==> config.mk <==
export PLATFORM = sky130hd
export DESIGN_NAME = speed_accel_kalman_fusion_flat
export DESIGN_NICKNAME = d
export VERILOG_FILES = /design/src/rtl/skf_pkg.sv /design/src/rtl/skf_if.sv /design/src/rtl/skf_mul.sv /design/src/rtl/skf_div.sv /design/src/rtl/speed_accel_kalman_fusion.sv /design/src/flat_wrapper.sv
export SDC_FILE = /design/constraint.sdc
export NUM_CORES = 2
export LEC_CHECK = 0
export ABC_CLOCK_PERIOD_IN_PS = 9050
export BUFFER_PORTS_ARGS = -buffer_cell sky130_fd_sc_hd__clkbuf_2
export CAP_MARGIN = 10
export CORE_ASPECT_RATIO = 1.5
export CORE_MARGIN = 2
export CORE_UTILIZATION = 40
export DETAILED_ROUTE_END_ITERATION = 6
export GPL_ROUTABILITY_DRIVEN = 0
export PLACE_DENSITY = 0.66
export SLEW_MARGIN = 20
export SYNTH_ARGS = -nofsm -noshare
export SYNTH_HDL_FRONTEND = slang
export SYNTH_SLANG_ARGS = --single-unit
==> constraint.sdc <==
create_clock -name clk -period 9.05 [get_ports clk]
set_clock_uncertainty 0.1 [all_clocks]
set_input_delay 0.905 -clock clk [delete_from_list [all_inputs] [get_ports clk]]
set_output_delay 0.905 -clock clk [all_outputs]
set_load 0.05 [all_outputs]
==> src/rtl/skf_pkg.sv <==
// Shared constants and types for the speed/acceleration Kalman fusion block.
`timescale 1ns / 1ps
`default_nettype none
package skf_pkg;

  localparam int FRAC_BITS_DEF = 16;
  localparam int WORD_BITS_DEF = 32;
  localparam int DT_SHIFT      = 16;
  localparam int IO_BITS       = 32;
  localparam int CFG_IDX_BITS  = 3;
  localparam int CFG_DATA_BITS = 32;
  localparam int DT_BITS       = 16;
  localparam int NOISE_BITS    = 31;

  localparam logic [CFG_IDX_BITS-1:0] CFG_TIME_STEP   = 3'd0;
  localparam logic [CFG_IDX_BITS-1:0] CFG_SPEED_QNOISE = 3'd1;
  localparam logic [CFG_IDX_BITS-1:0] CFG_ACCEL_QNOISE = 3'd2;
  localparam logic [CFG_IDX_BITS-1:0] CFG_SPEED_RNOISE = 3'd3;
  localparam logic [CFG_IDX_BITS-1:0] CFG_ACCEL_RNOISE = 3'd4;

  localparam logic [DT_BITS-1:0]    TIME_STEP_RST    = 16'd66;
  localparam logic [NOISE_BITS-1:0] SPEED_QNOISE_RST = 31'd655;
  localparam logic [NOISE_BITS-1:0] ACCEL_QNOISE_RST = 31'd655;
  localparam logic [NOISE_BITS-1:0] SPEED_RNOISE_RST = 31'd3276800;
  localparam logic [NOISE_BITS-1:0] ACCEL_RNOISE_RST = 31'd65536;

  typedef struct packed {
    logic start;
    logic dt_shift;
  } mul_ctl_t;

endpackage
`default_nettype wire

==> src/rtl/skf_if.sv <==
// Channel interfaces: measurement input, estimate output and register writes.
`timescale 1ns / 1ps
`default_nettype none
interface skf_meas_if import skf_pkg::*; ();
  logic                      valid;
  logic                      ready;
  logic signed [IO_BITS-1:0] measured_speed;
  logic signed [IO_BITS-1:0] measured_accel;
  modport source(output valid, measured_speed, measured_accel, input ready);
  modport sink(input valid, measured_speed, measured_accel, output ready);
endinterface

interface skf_est_if import skf_pkg::*; ();
  logic                      valid;
  logic                      ready;
  logic signed [IO_BITS-1:0] speed_estimate;
  logic signed [IO_BITS-1:0] accel_estimate;
  modport source(output valid, speed_estimate, accel_estimate, input ready);
  modport sink(input valid, speed_estimate, accel_estimate, output ready);
endinterface

interface skf_cfg_if import skf_pkg::*; ();
  logic                     valid;
  logic                     ready;
  logic [CFG_IDX_BITS-1:0]  index;
  logic [CFG_DATA_BITS-1:0] data;
  modport source(output valid, index, data, input ready);
  modport sink(input valid, index, data, output ready);
endinterface
`default_nettype wire

==> src/rtl/skf_mul.sv <==
// Bit-serial signed fixed-point multiplier with round-half-away and saturation.
`timescale 1ns / 1ps
`default_nettype none
module skf_mul import skf_pkg::*; #(
  parameter int W = WORD_BITS_DEF,
  parameter int F = FRAC_BITS_DEF
) (
  input  wire logic                clk,
  input  wire logic                rst_n,
  input  wire mul_ctl_t            ctl,
  input  wire logic signed [W-1:0] a,
  input  wire logic signed [W-1:0] b,
  output logic                     done,
  output logic signed [W-1:0]      y
);
  localparam int CW = $clog2(W + 1);
  localparam int PW = 2 * W + 1;
  localparam logic [PW-1:0] RND_DT  = PW'(1) << (DT_SHIFT - 1);
  localparam logic [PW-1:0] RND_F   = PW'(1) << (F - 1);
  localparam logic [PW-1:0] LIM_NEG = PW'(1) << (W - 1);
  localparam logic [PW-1:0] LIM_POS = LIM_NEG - PW'(1);

  logic          busy_r, fin_r, done_r, neg_r, dts_r;
  logic [CW-1:0] cnt_r;
  logic [W-1:0]  mc_r, hi_r, lo_r;
  logic signed [W-1:0] y_r;

  logic [W-1:0]  mag_a, mag_b, magw;
  logic [W:0]    sum;
  logic [PW-1:0] prod_rnd, shifted, lim, mag;

  always_comb begin
    mag_a    = a[W-1] ? W'(-a) : W'(a);
    mag_b    = b[W-1] ? W'(-b) : W'(b);
    sum      = {1'b0, hi_r} + (lo_r[0] ? {1'b0, mc_r} : '0);
    prod_rnd = {1'b0, hi_r, lo_r} + (dts_r ? RND_DT : RND_F);
    shifted  = dts_r ? (prod_rnd >> DT_SHIFT) : (prod_rnd >> F);
    lim      = neg_r ? LIM_NEG : LIM_POS;
    mag      = (shifted > lim) ? lim : shifted;
    magw     = mag[W-1:0];
  end

  always_ff @(posedge clk) begin
    if (!rst_n) begin
      busy_r <= 1'b0;
      fin_r  <= 1'b0;
      done_r <= 1'b0;
    end else begin
      done_r <= 1'b0;
      if (ctl.start) begin
        busy_r <= 1'b1;
        cnt_r  <= '0;
        neg_r  <= a[W-1] ^ b[W-1];
        dts_r  <= ctl.dt_shift;
        mc_r   <= mag_a;
        lo_r   <= mag_b;
        hi_r   <= '0;
      end else if (busy_r) begin
        // shift-add one multiplier bit
        hi_r  <= sum[W:1];
        lo_r  <= {sum[0], lo_r[W-1:1]};
        cnt_r <= cnt_r + CW'(1);
        if (cnt_r == CW'(W - 1)) begin
          busy_r <= 1'b0;
          fin_r  <= 1'b1;
        end
      end else if (fin_r) begin
        fin_r  <= 1'b0;
        done_r <= 1'b1;
        y_r    <= neg_r ? -$signed(magw) : $signed(magw);
      end
    end
  end

  assign done = done_r;
  assign y    = y_r;

  property p_done_single;
    @(posedge clk) disable iff (!rst_n) done_r |=> !done_r;
  endproperty
  a_done_single: assert property (p_done_single) else $error("mul done longer than a cycle");

  property p_busy_excl;
    @(posedge clk) disable iff (!rst_n) !(busy_r && fin_r);
  endproperty
  a_busy_excl: assert property (p_busy_excl) else $error("mul iterate and finish overlap");

  property p_fin_after_busy;
    @(posedge clk) disable iff (!rst_n) $rose(fin_r) |-> $past(busy_r);
  endproperty
  a_fin_after_busy: assert property (p_fin_after_busy) else $error("mul finish without iterate");

endmodule
`default_nettype wire

==> src/rtl/skf_div.sv <==
// Bit-serial restoring divider forming the gain p/(p+r) with round-half-up.
`timescale 1ns / 1ps
`default_nettype none
module skf_div import skf_pkg::*; #(
  parameter int W = WORD_BITS_DEF,
  parameter int F = FRAC_BITS_DEF
) (
  input  wire logic                clk,
  input  wire logic                rst_n,
  input  wire logic                start,
  input  wire logic signed [W-1:0] p,
  input  wire logic [W-1:0]        r,
  output logic                     done,
  output logic [W-1:0]             gain
);
  localparam int CW = $clog2(F + 1);
  localparam logic [W-1:0] ONE_W = W'(1) << F;

  logic          busy_r, rnd_r, done_r;
  logic [CW-1:0] cnt_r;
  logic [W:0]    rem_r;
  logic [W-1:0]  den_r, g_r;
  logic [F:0]    q_r;

  logic [W:0]   s_sum, shl;
  logic         ge, up;

  always_comb begin
    s_sum = {1'b0, p} + {1'b0, r};
    shl   = {rem_r[W-1:0], 1'b0};
    ge    = shl >= {1'b0, den_r};
    up    = {rem_r, 1'b0} >= {2'b00, den_r};
  end

  always_ff @(posedge clk) begin
    if (!rst_n) begin
      busy_r <= 1'b0;
      rnd_r  <= 1'b0;
      done_r <= 1'b0;
    end else begin
      done_r <= 1'b0;
      if (start) begin
        if (p[W-1] || p == '0) begin
          done_r <= 1'b1;
          g_r    <= '0;
        end else if (r == '0) begin
          done_r <= 1'b1;
          g_r    <= ONE_W;
        end else begin
          busy_r <= 1'b1;
          cnt_r  <= '0;
          rem_r  <= {1'b0, p};
          den_r  <= s_sum[W-1:0];
          q_r    <= '0;
        end
      end else if (busy_r) begin
        // one quotient bit per cycle
        rem_r <= ge ? (shl - {1'b0, den_r}) : shl;
        q_r   <= {q_r[F-1:0], ge};
        cnt_r <= cnt_r + CW'(1);
        if (cnt_r == CW'(F - 1)) begin
          busy_r <= 1'b0;
          rnd_r  <= 1'b1;
        end
      end else if (rnd_r) begin
        rnd_r  <= 1'b0;
        done_r <= 1'b1;
        g_r    <= W'(q_r) + W'(up);
      end
    end
  end

  assign done = done_r;
  assign gain = g_r;

  property p_gain_bound;
    @(posedge clk) disable iff (!rst_n) done_r |-> g_r <= ONE_W;
  endproperty
  a_gain_bound: assert property (p_gain_bound) else $error("gain above one");

  property p_start_idle;
    @(posedge clk) disable iff (!rst_n) start |-> (!busy_r && !rnd_r);
  endproperty
  a_start_idle: assert property (p_start_idle) else $error("div started while busy");

  property p_busy_excl;
    @(posedge clk) disable iff (!rst_n) !(busy_r && rnd_r);
  endproperty
  a_busy_excl: assert property (p_busy_excl) else $error("div iterate and round overlap");

endmodule
`default_nettype wire

==> src/rtl/speed_accel_kalman_fusion.sv <==
// Top level: two-state Kalman fusion sequencer around serial multiply and divide units.
//
//  channel | direction | payload                            | handshake
//  in_ch   | sink      | measured_speed, measured_accel     | valid/ready
//  out_ch  | source    | speed_estimate, accel_estimate     | valid/ready
//  cfg_ch  | sink      | index, data                        | valid/ready (ready tied high)
//
// Each item runs through nine products on the shared bit-serial multiplier (one bit a cycle)
// and two gains on the divider; the default word format is Q16.16.
// A gain settled without dividing (p not positive, or r zero) skips the divider's iteration.
// Items are handled one at a time; in_ch.ready is high only while the sequencer idles.
// A finished result sits in the output register and the next item is accepted meanwhile.
// Reset (rst_n low, synchronous) restores register defaults and the initial state.
`timescale 1ns / 1ps
`default_nettype none
module speed_accel_kalman_fusion import skf_pkg::*; #(
  parameter int FRAC_BITS = FRAC_BITS_DEF,
  parameter int WORD_BITS = WORD_BITS_DEF
) (
  input wire logic  clk,
  input wire logic  rst_n,
  skf_meas_if.sink  in_ch,
  skf_est_if.source out_ch,
  skf_cfg_if.sink   cfg_ch
);
  localparam int W  = WORD_BITS;
  localparam int F  = FRAC_BITS;
  localparam int XW = ((W > IO_BITS) ? W : IO_BITS) + 3;
  localparam int NW = (W > NOISE_BITS) ? W : NOISE_BITS;
  localparam logic signed [XW-1:0] WMAX_X = (XW'(1) << (W - 1)) - XW'(1);
  localparam logic signed [XW-1:0] WMIN_X = -WMAX_X - XW'(1);
  localparam logic signed [XW-1:0] OMAX_X = XW'(2147483647);
  localparam logic signed [XW-1:0] OMIN_X = -OMAX_X - XW'(1);
  localparam logic [NW-1:0] WMAX_N = NW'(WMAX_X);
  localparam logic signed [W-1:0] ONE_W = W'(1) << F;

  localparam logic [3:0] S_IDLE = 4'd0;
  localparam logic [3:0] S_DT2  = 4'd1;
  localparam logic [3:0] S_VEL  = 4'd2;
  localparam logic [3:0] S_OFF  = 4'd3;
  localparam logic [3:0] S_AA2  = 4'd4;
  localparam logic [3:0] S_AA1  = 4'd5;
  localparam logic [3:0] S_KV   = 4'd6;
  localparam logic [3:0] S_KA   = 4'd7;
  localparam logic [3:0] S_UV   = 4'd8;
  localparam logic [3:0] S_UA   = 4'd9;
  localparam logic [3:0] S_CV   = 4'd10;
  localparam logic [3:0] S_CA   = 4'd11;
  localparam logic [3:0] S_EMIT = 4'd12;

  function automatic logic signed [W-1:0] sat_x(input logic signed [XW-1:0] x);
    logic signed [W-1:0] res;
    if (x > WMAX_X)      res = W'(WMAX_X);
    else if (x < WMIN_X) res = W'(WMIN_X);
    else                 res = W'(x);
    return res;
  endfunction

  function automatic logic [W-1:0] noise_word(input logic [NOISE_BITS-1:0] r);
    logic [NW-1:0] ext;
    ext = NW'(r);
    if (ext > WMAX_N) ext = WMAX_N;
    return W'(ext);
  endfunction

  function automatic logic signed [IO_BITS-1:0] out32(input logic signed [W-1:0] v);
    logic signed [XW-1:0] xv;
    xv = XW'(v);
    if (xv > OMAX_X)      xv = OMAX_X;
    else if (xv < OMIN_X) xv = OMIN_X;
    return IO_BITS'(xv);
  endfunction

  // configuration registers
  logic [DT_BITS-1:0]    dt_r;
  logic [NOISE_BITS-1:0] qv_r, qa_r, rv_r, ra_r;

  // filter state and per-item scratch
  logic [3:0] state_r, state_nxt;
  logic signed [W-1:0] vel_r, acc_r, cvv_r, cva_r, cav_r, caa_r;
  logic signed [W-1:0] ms_r, ma_r, dt2_r, t1_r, pvv_r, paa_r;
  logic [W-1:0] kv_r, ka_r;
  logic out_valid_r;
  logic signed [IO_BITS-1:0] out_spd_r, out_acc_r;

  logic in_fire, mul_done, div_done, div_start;
  mul_ctl_t mul_ctl;
  logic signed [W-1:0] mul_a, mul_b, mul_y, div_p, dt_w;
  logic [W-1:0] div_r, div_g, qv_w, qa_w, rv_w, ra_w;

  assign in_fire      = in_ch.valid && in_ch.ready;
  assign in_ch.ready  = (state_r == S_IDLE);
  assign cfg_ch.ready = 1'b1;
  assign dt_w  = W'(dt_r);
  assign qv_w  = noise_word(qv_r);
  assign qa_w  = noise_word(qa_r);
  assign rv_w  = noise_word(rv_r);
  assign ra_w  = noise_word(ra_r);

  always_ff @(posedge clk) begin
    if (!rst_n) begin
      dt_r <= TIME_STEP_RST;
      qv_r <= SPEED_QNOISE_RST;
      qa_r <= ACCEL_QNOISE_RST;
      rv_r <= SPEED_RNOISE_RST;
      ra_r <= ACCEL_RNOISE_RST;
    end else if (cfg_ch.valid) begin
      unique case (cfg_ch.index)
        CFG_TIME_STEP:    dt_r <= cfg_ch.data[DT_BITS-1:0];
        CFG_SPEED_QNOISE: qv_r <= cfg_ch.data[NOISE_BITS-1:0];
        CFG_ACCEL_QNOISE: qa_r <= cfg_ch.data[NOISE_BITS-1:0];
        CFG_SPEED_RNOISE: rv_r <= cfg_ch.data[NOISE_BITS-1:0];
        CFG_ACCEL_RNOISE: ra_r <= cfg_ch.data[NOISE_BITS-1:0];
        default: ;
      endcase
    end
  end

  // operand select and unit launch
  always_comb begin
    state_nxt       = state_r;
    mul_ctl.start   = 1'b0;
    mul_ctl.dt_shift = 1'b1;
    mul_a           = dt_w;
    mul_b           = dt_w;
    div_start       = 1'b0;
    div_p           = pvv_r;
    div_r           = rv_w;
    unique case (state_r)
      S_IDLE: begin
        if (in_fire) begin
          mul_ctl.start = 1'b1;
          state_nxt     = S_DT2;
        end
      end
      S_DT2: begin
        mul_a = acc_r;
        if (mul_done) begin
          mul_ctl.start = 1'b1;
          state_nxt     = S_VEL;
        end
      end
      S_VEL: begin
        mul_a = sat_x(XW'(cav_r) + XW'(cva_r));
        if (mul_done) begin
          mul_ctl.start = 1'b1;
          state_nxt     = S_OFF;
        end
      end
      S_OFF: begin
        mul_a = caa_r;
        mul_b = dt2_r;
        if (mul_done) begin
          mul_ctl.start = 1'b1;
          state_nxt     = S_AA2;
        end
      end
      S_AA2: begin
        mul_a = caa_r;
        if (mul_done) begin
          mul_ctl.start = 1'b1;
          state_nxt     = S_AA1;
        end
      end
      S_AA1: begin
        if (mul_done) begin
          div_start = 1'b1;
          state_nxt = S_KV;
        end
      end
      S_KV: begin
        div_p = paa_r;
        div_r = ra_w;
        if (div_done) begin
          div_start = 1'b1;
          state_nxt = S_KA;
        end
      end
      S_KA: begin
        mul_ctl.dt_shift = 1'b0;
        mul_a = $signed(kv_r);
        mul_b = sat_x(XW'(ms_r) - XW'(vel_r));
        if (div_done) begin
          mul_ctl.start = 1'b1;
          state_nxt     = S_UV;
        end
      end
      S_UV: begin
        mul_ctl.dt_shift = 1'b0;
        mul_a = $signed(ka_r);
        mul_b = sat_x(XW'(ma_r) - XW'(acc_r));
        if (mul_done) begin
          mul_ctl.start = 1'b1;
          state_nxt     = S_UA;
        end
      end
      S_UA: begin
        mul_ctl.dt_shift = 1'b0;
        mul_a = pvv_r;
        mul_b = ONE_W - $signed(kv_r);
        if (mul_done) begin
          mul_ctl.start = 1'b1;
          state_nxt     = S_CV;
        end
      end
      S_CV: begin
        mul_ctl.dt_shift = 1'b0;
        mul_a = paa_r;
        mul_b = ONE_W - $signed(ka_r);
        if (mul_done) begin
          mul_ctl.start = 1'b1;
          state_nxt     = S_CA;
        end
      end
      S_CA: begin
        if (mul_done) state_nxt = S_EMIT;
      end
      S_EMIT: begin
        // hold until the output register is free
        if (!out_valid_r || out_ch.ready) state_nxt = S_IDLE;
      end
      default: state_nxt = S_IDLE;
    endcase
  end

  always_ff @(posedge clk) begin
    if (!rst_n) begin
      state_r     <= S_IDLE;
      out_valid_r <= 1'b0;
      vel_r <= '0;
      acc_r <= '0;
      cvv_r <= ONE_W;
      cva_r <= '0;
      cav_r <= '0;
      caa_r <= ONE_W;
    end else begin
      state_r <= state_nxt;
      if (out_valid_r && out_ch.ready) out_valid_r <= 1'b0;
      if (in_fire) begin
        ms_r <= sat_x(XW'(in_ch.measured_speed));
        ma_r <= sat_x(XW'(in_ch.measured_accel));
      end
      if (mul_done) begin
        unique case (state_r)
          S_DT2: dt2_r <= mul_y;
          S_VEL: vel_r <= sat_x(XW'(vel_r) + XW'(mul_y));
          S_OFF: t1_r  <= mul_y;
          S_AA2: begin
            pvv_r <= sat_x(XW'(cvv_r) + XW'(t1_r) + XW'(mul_y) + XW'($signed(qv_w)));
            paa_r <= sat_x(XW'(caa_r) + XW'($signed(qa_w)));
          end
          S_AA1: begin
            cva_r <= sat_x(XW'(cva_r) + XW'(mul_y));
            cav_r <= sat_x(XW'(cav_r) + XW'(mul_y));
          end
          S_UV: vel_r <= sat_x(XW'(vel_r) + XW'(mul_y));
          S_UA: acc_r <= sat_x(XW'(acc_r) + XW'(mul_y));
          S_CV: cvv_r <= mul_y;
          S_CA: caa_r <= mul_y;
          default: ;
        endcase
      end
      if (div_done) begin
        if (state_r == S_KV) kv_r <= div_g;
        else                 ka_r <= div_g;
      end
      if (state_r == S_EMIT && (!out_valid_r || out_ch.ready)) begin
        out_valid_r <= 1'b1;
        out_spd_r   <= out32(vel_r);
        out_acc_r   <= out32(acc_r);
      end
    end
  end

  assign out_ch.valid          = out_valid_r;
  assign out_ch.speed_estimate = out_spd_r;
  assign out_ch.accel_estimate = out_acc_r;

  skf_mul #(.W(W), .F(F)) u_mul (
    .clk  (clk),
    .rst_n(rst_n),
    .ctl  (mul_ctl),
    .a    (mul_a),
    .b    (mul_b),
    .done (mul_done),
    .y    (mul_y)
  );

  skf_div #(.W(W), .F(F)) u_div (
    .clk  (clk),
    .rst_n(rst_n),
    .start(div_start),
    .p    (div_p),
    .r    (div_r),
    .done (div_done),
    .gain (div_g)
  );

  property p_mul_done_state;
    @(posedge clk) disable iff (!rst_n)
      mul_done |-> (state_r != S_IDLE && state_r != S_KV && state_r != S_KA
                    && state_r != S_EMIT);
  endproperty
  a_mul_done_state: assert property (p_mul_done_state) else $error("stray multiply result");

  property p_div_done_state;
    @(posedge clk) disable iff (!rst_n) div_done |-> (state_r == S_KV || state_r == S_KA);
  endproperty
  a_div_done_state: assert property (p_div_done_state) else $error("stray gain result");

  property p_emit_loads;
    @(posedge clk) disable iff (!rst_n)
      (state_r == S_EMIT && !out_valid_r) |=> (out_valid_r && state_r == S_IDLE);
  endproperty
  a_emit_loads: assert property (p_emit_loads) else $error("result not loaded");

  property p_var_nonneg;
    @(posedge clk) disable iff (!rst_n) (state_r == S_IDLE) |-> (!cvv_r[W-1] && !caa_r[W-1]);
  endproperty
  a_var_nonneg: assert property (p_var_nonneg) else $error("negative variance");

endmodule
`default_nettype wire
==> src/flat_wrapper.sv <==
// flat-port wrapper written by rule: the top's interface ports become plain ports
module speed_accel_kalman_fusion_flat import skf_pkg::*;
#(
  parameter int FRAC_BITS = FRAC_BITS_DEF,
  parameter int WORD_BITS = WORD_BITS_DEF
)
  (clk, rst_n, in_ch_valid, in_ch_measured_speed, in_ch_measured_accel, in_ch_ready, out_ch_valid, out_ch_speed_estimate, out_ch_accel_estimate, out_ch_ready, cfg_ch_valid, cfg_ch_index, cfg_ch_data, cfg_ch_ready);
  skf_meas_if in_ch_i ();
  skf_est_if out_ch_i ();
  skf_cfg_if cfg_ch_i ();
  input wire logic clk;
  input wire logic rst_n;
  input wire logic [$bits(in_ch_i.valid)-1:0] in_ch_valid;
  input wire logic [$bits(in_ch_i.measured_speed)-1:0] in_ch_measured_speed;
  input wire logic [$bits(in_ch_i.measured_accel)-1:0] in_ch_measured_accel;
  output wire logic [$bits(in_ch_i.ready)-1:0] in_ch_ready;
  output wire logic [$bits(out_ch_i.valid)-1:0] out_ch_valid;
  output wire logic [$bits(out_ch_i.speed_estimate)-1:0] out_ch_speed_estimate;
  output wire logic [$bits(out_ch_i.accel_estimate)-1:0] out_ch_accel_estimate;
  input wire logic [$bits(out_ch_i.ready)-1:0] out_ch_ready;
  input wire logic [$bits(cfg_ch_i.valid)-1:0] cfg_ch_valid;
  input wire logic [$bits(cfg_ch_i.index)-1:0] cfg_ch_index;
  input wire logic [$bits(cfg_ch_i.data)-1:0] cfg_ch_data;
  output wire logic [$bits(cfg_ch_i.ready)-1:0] cfg_ch_ready;
  assign in_ch_i.valid = in_ch_valid;
  assign in_ch_i.measured_speed = in_ch_measured_speed;
  assign in_ch_i.measured_accel = in_ch_measured_accel;
  assign in_ch_ready = in_ch_i.ready;
  assign out_ch_valid = out_ch_i.valid;
  assign out_ch_speed_estimate = out_ch_i.speed_estimate;
  assign out_ch_accel_estimate = out_ch_i.accel_estimate;
  assign out_ch_i.ready = out_ch_ready;
  assign cfg_ch_i.valid = cfg_ch_valid;
  assign cfg_ch_i.index = cfg_ch_index;
  assign cfg_ch_i.data = cfg_ch_data;
  assign cfg_ch_ready = cfg_ch_i.ready;
  speed_accel_kalman_fusion #(.FRAC_BITS(FRAC_BITS), .WORD_BITS(WORD_BITS)) u_core (.clk(clk), .rst_n(rst_n), .in_ch(in_ch_i), .out_ch(out_ch_i), .cfg_ch(cfg_ch_i));
endmodule
==> out/results.ini <==
[grt]
grt_pass1_wl_mm = 329
gr-total-overflow = 0
grt_usage_pct = 28.4
grt_pass1_vias = 52200
grt_max_degree = 122
antenna_found_initial = 12

[power]
power_density_nw_per_um2 = 164
ir_drop_v = 0.000161
total_leakage_power_uw = 0.0263

[synthesis]
yosysSeqAreaShare_pct = 37.6
synth_edf_count = 532
synth_top_family_by_area = compound AO/OA/AOI/OAI gates
synth-compound-area-share_pct = 22.8
synth_cell_type_count = 100
synth_most_common_cell = a21oi_1
synthSimpleGateAreaFrac_pct = 16.1
syn-instance-count = 6918
synth_top_area_share_pct = 26.3
ys_seq_elements = 875
dominantRegCellSynth = edfxtp_1
syn_area_um2 = 60800
synth_largest_area_cell = edfxtp_1
synthTopCellsByCount = a21oi_1, nand2_1, edfxtp_1
synthAdderAreaFrac_pct = 10.9
yosysWarnings = 0
syn-mean-instance-area_um2 = 8.79
synth_fp_nets = 7523
synthMuxAreaShare_pct = 1.93
synth_xor_area_share_pct = 6.35
synth-async-reset-ratio_pct = 0
netlist_top_cells_area = edfxtp_1, dfxtp_1, ha_1

[sta]
setup-violations-final = 0
layout_setup_ws_ns = 1.45
max_freq_mhz = 131
finalHoldViolCount = 0
tns_ns = 0
worst_pin_slew_ns = 1.21
rsz0062_at_grt = false
holdWs_ns = 0.213
fin_crit_ns = 7.61
slew_headroom_pct = 19.2
drv_slew = 0
timing.final.crit_share_pct = 84.0

[die]
fp-row-count = 175
coreArea_um2 = 151000
initial_core_util_pct = 40.2
die_x_um = 322
fp.dieH_um = 481
die-area_um2 = 155000
io_pins = 171

[routing]
via_per_inst = 6.19
drt_iter0_drc = 6386
drt_first_pass_iters = 7
wl_mm = 227
routedWlPerCell_um = 25.3
drc = 15
vias = 55700
ant_nets = 0

[placed_design]
dp.cells = 8810
portBuffers = 168
dp_hpwl_mm = 169
placed_area_um2 = 63600
dp_slack_ns = 1.58

[critical_path]
worst-r2r-cell-count = 22
worst_ep_arrival_time_ns = 7.96
timing.rr.end = u_core.u_mul.y[26]
critical_path_class = reg -> reg
cp.required_ns = 9.41
startpoint_type = flip-flop
rrSetupSlack_ns = 1.45
path_max_fanout = 8
endpoint_kind = flip-flop
r2r_start = u_core.u_mul.lo_r[29]

[outcome]
outcome = finished with violations
violations = DRC

[worst_hold_path]
timing.hold.worst.class = in -> reg
hold_end = u_core.ma_r[25]
hold_depth = 1
min-delay-start = in_ch_measured_accel[25]

[final_layout]
drive_gt1_share_pct = 8.44
nets = 7477
regMostFlops = u_core.u_div.rem_r
largest_reg_flops = 33
finalNonFillerCells = 8998
fin_area_um2 = 66900
area_growth_pct = 10.1

[run]
drv_cap = 0

[clocking]
cts_tree = yes
cts.sinks = 875
clockRootBuffer = clkbuf_16
post_cts_resized = 0
worstSkewPairLatency_ns = 0.76
hold_buffers = 0
htree_levels = 3
post_cts_buffers = 0
path_clk_slew_ns = 0.07
cts_buffers = 92
cts_buffer_depth = 3

## kinds of logic (layout without fill, tap and decap cells)
| kind of cell | Yosys count | in the layout |
|---|---|---|
| adder cells (fa/ha/maj) | 503 | 503 |
| buffers and inverters | 699 | 733 |
| flip-flops | 875 | 875 |
| XOR/XNOR | 441 | 441 |
| other | 1 | 12 |
| AND/OR/NAND/NOR | 2081 | 2081 |
| AO/OA/AOI/OAI | 2207 | 2207 |
| multiplexers | 111 | 111 |
## how the worst max path moves through the flow
stage / start / depth (start not counted) / slack, ns / end
3_3_place_gp: u_core.u_mul.lo_r[29] / 22 / 1.54 / u_core.u_mul.y[26]
3_5_place_dp: u_core.u_mul.lo_r[29] / 22 / 1.58 / u_core.u_mul.y[26]
4_1_cts: u_core.u_mul.lo_r[29] / 22 / 1.54 / u_core.u_mul.y[26]
6_report: u_core.u_mul.lo_r[29] / 22 / 1.45 / u_core.u_mul.y[26]
2_1_floorplan: u_core.u_mul.y[1] / 28 / 2.56 / u_core.pvv_r[10]
5_1_grt: u_core.u_mul.y[1] / 29 / 0.92 / u_core.pvv_r[15]
## layout make-up
type                       instances  area, um^2
clock buffer                     114        2500
sequential                       875       22800
timing repair buffer             274        1680
fill                           14600       84400
multi-input combinational       5344       35500
clock inverter                    60         748
antenna                           11        27.5
tap                             2035        2550
inverter                         285        1080
## worst max-delay path, stage by stage, from the launching register on
cell,delay [ns]
edfxtp_1,0.46
nand4_1,0.20
nor4_1,0.75
and3_1,0.48
nand2_1,0.12
xnor2_1,0.34
ha_1,0.32
a21o_1,0.18
a21o_1,0.18
a21oi_1,0.14
o21ai_0,0.15
o311ai_0,0.78
nand2_1,0.37
o21ai_0,0.26
ha_1,0.35
and4b_1,0.23
nand3_1,0.12
nor3_1,0.41
nand4_1,0.33
or4_1,0.53
a21oi_1,0.22
o211ai_1,0.10
a21boi_0,0.16
## layout by cell type, fill, tap and decap left out, drive strengths merged, types with 59 or more instances in the layout
| cell type | instances |
|---|---|
| a211oi | 91 |
| a21o | 151 |
| a21oi | 810 |
| a221oi | 84 |
| and2 | 87 |
| and3 | 67 |
| buf | 106 |
| clkbuf | 282 |
| dfxtp | 343 |
| edfxtp | 532 |
| ha | 456 |
| inv | 293 |
| mux2i | 66 |
| nand2 | 752 |
| nand2b | 59 |
| nand3 | 190 |
| nand4 | 68 |
| nor2 | 450 |
| nor3 | 139 |
| o21a | 83 |
| o21ai | 473 |
| xnor2 | 277 |
| xor2 | 164 |
## where the power goes
| part | switching, uW | leakage (uW) | internal (uW) |
|---|---|---|---|
| combinational | 1400 | 0.0171 | 763 |
| clock | 1830 | 0.00157 | 2340 |
| sequential | 196 | 0.00764 | 4470 |
| total | 3430 | 0.0263 | 7570 |
## metal layers
layer  part of all wire [%]  up-vias  track usage, %
met5                  0.028        -               0
met2                     45     2854            45.5
li1                       -    25300               -
met1                     36    26800            32.8
met3                    8.9      818            5.36
met4                    9.9       10            24.2
## through the flow
stage | utilization, % | total power [uW]
global route | 44.2 | 11400
CTS | 44.2 | 11000
finish | 44.2 | 11000
floorplan | - | 6170
detailed placement | 42.0 | 6830
global placement | 42.0 | 6790
No activity file was read; power rests on OpenSTA's default activity.
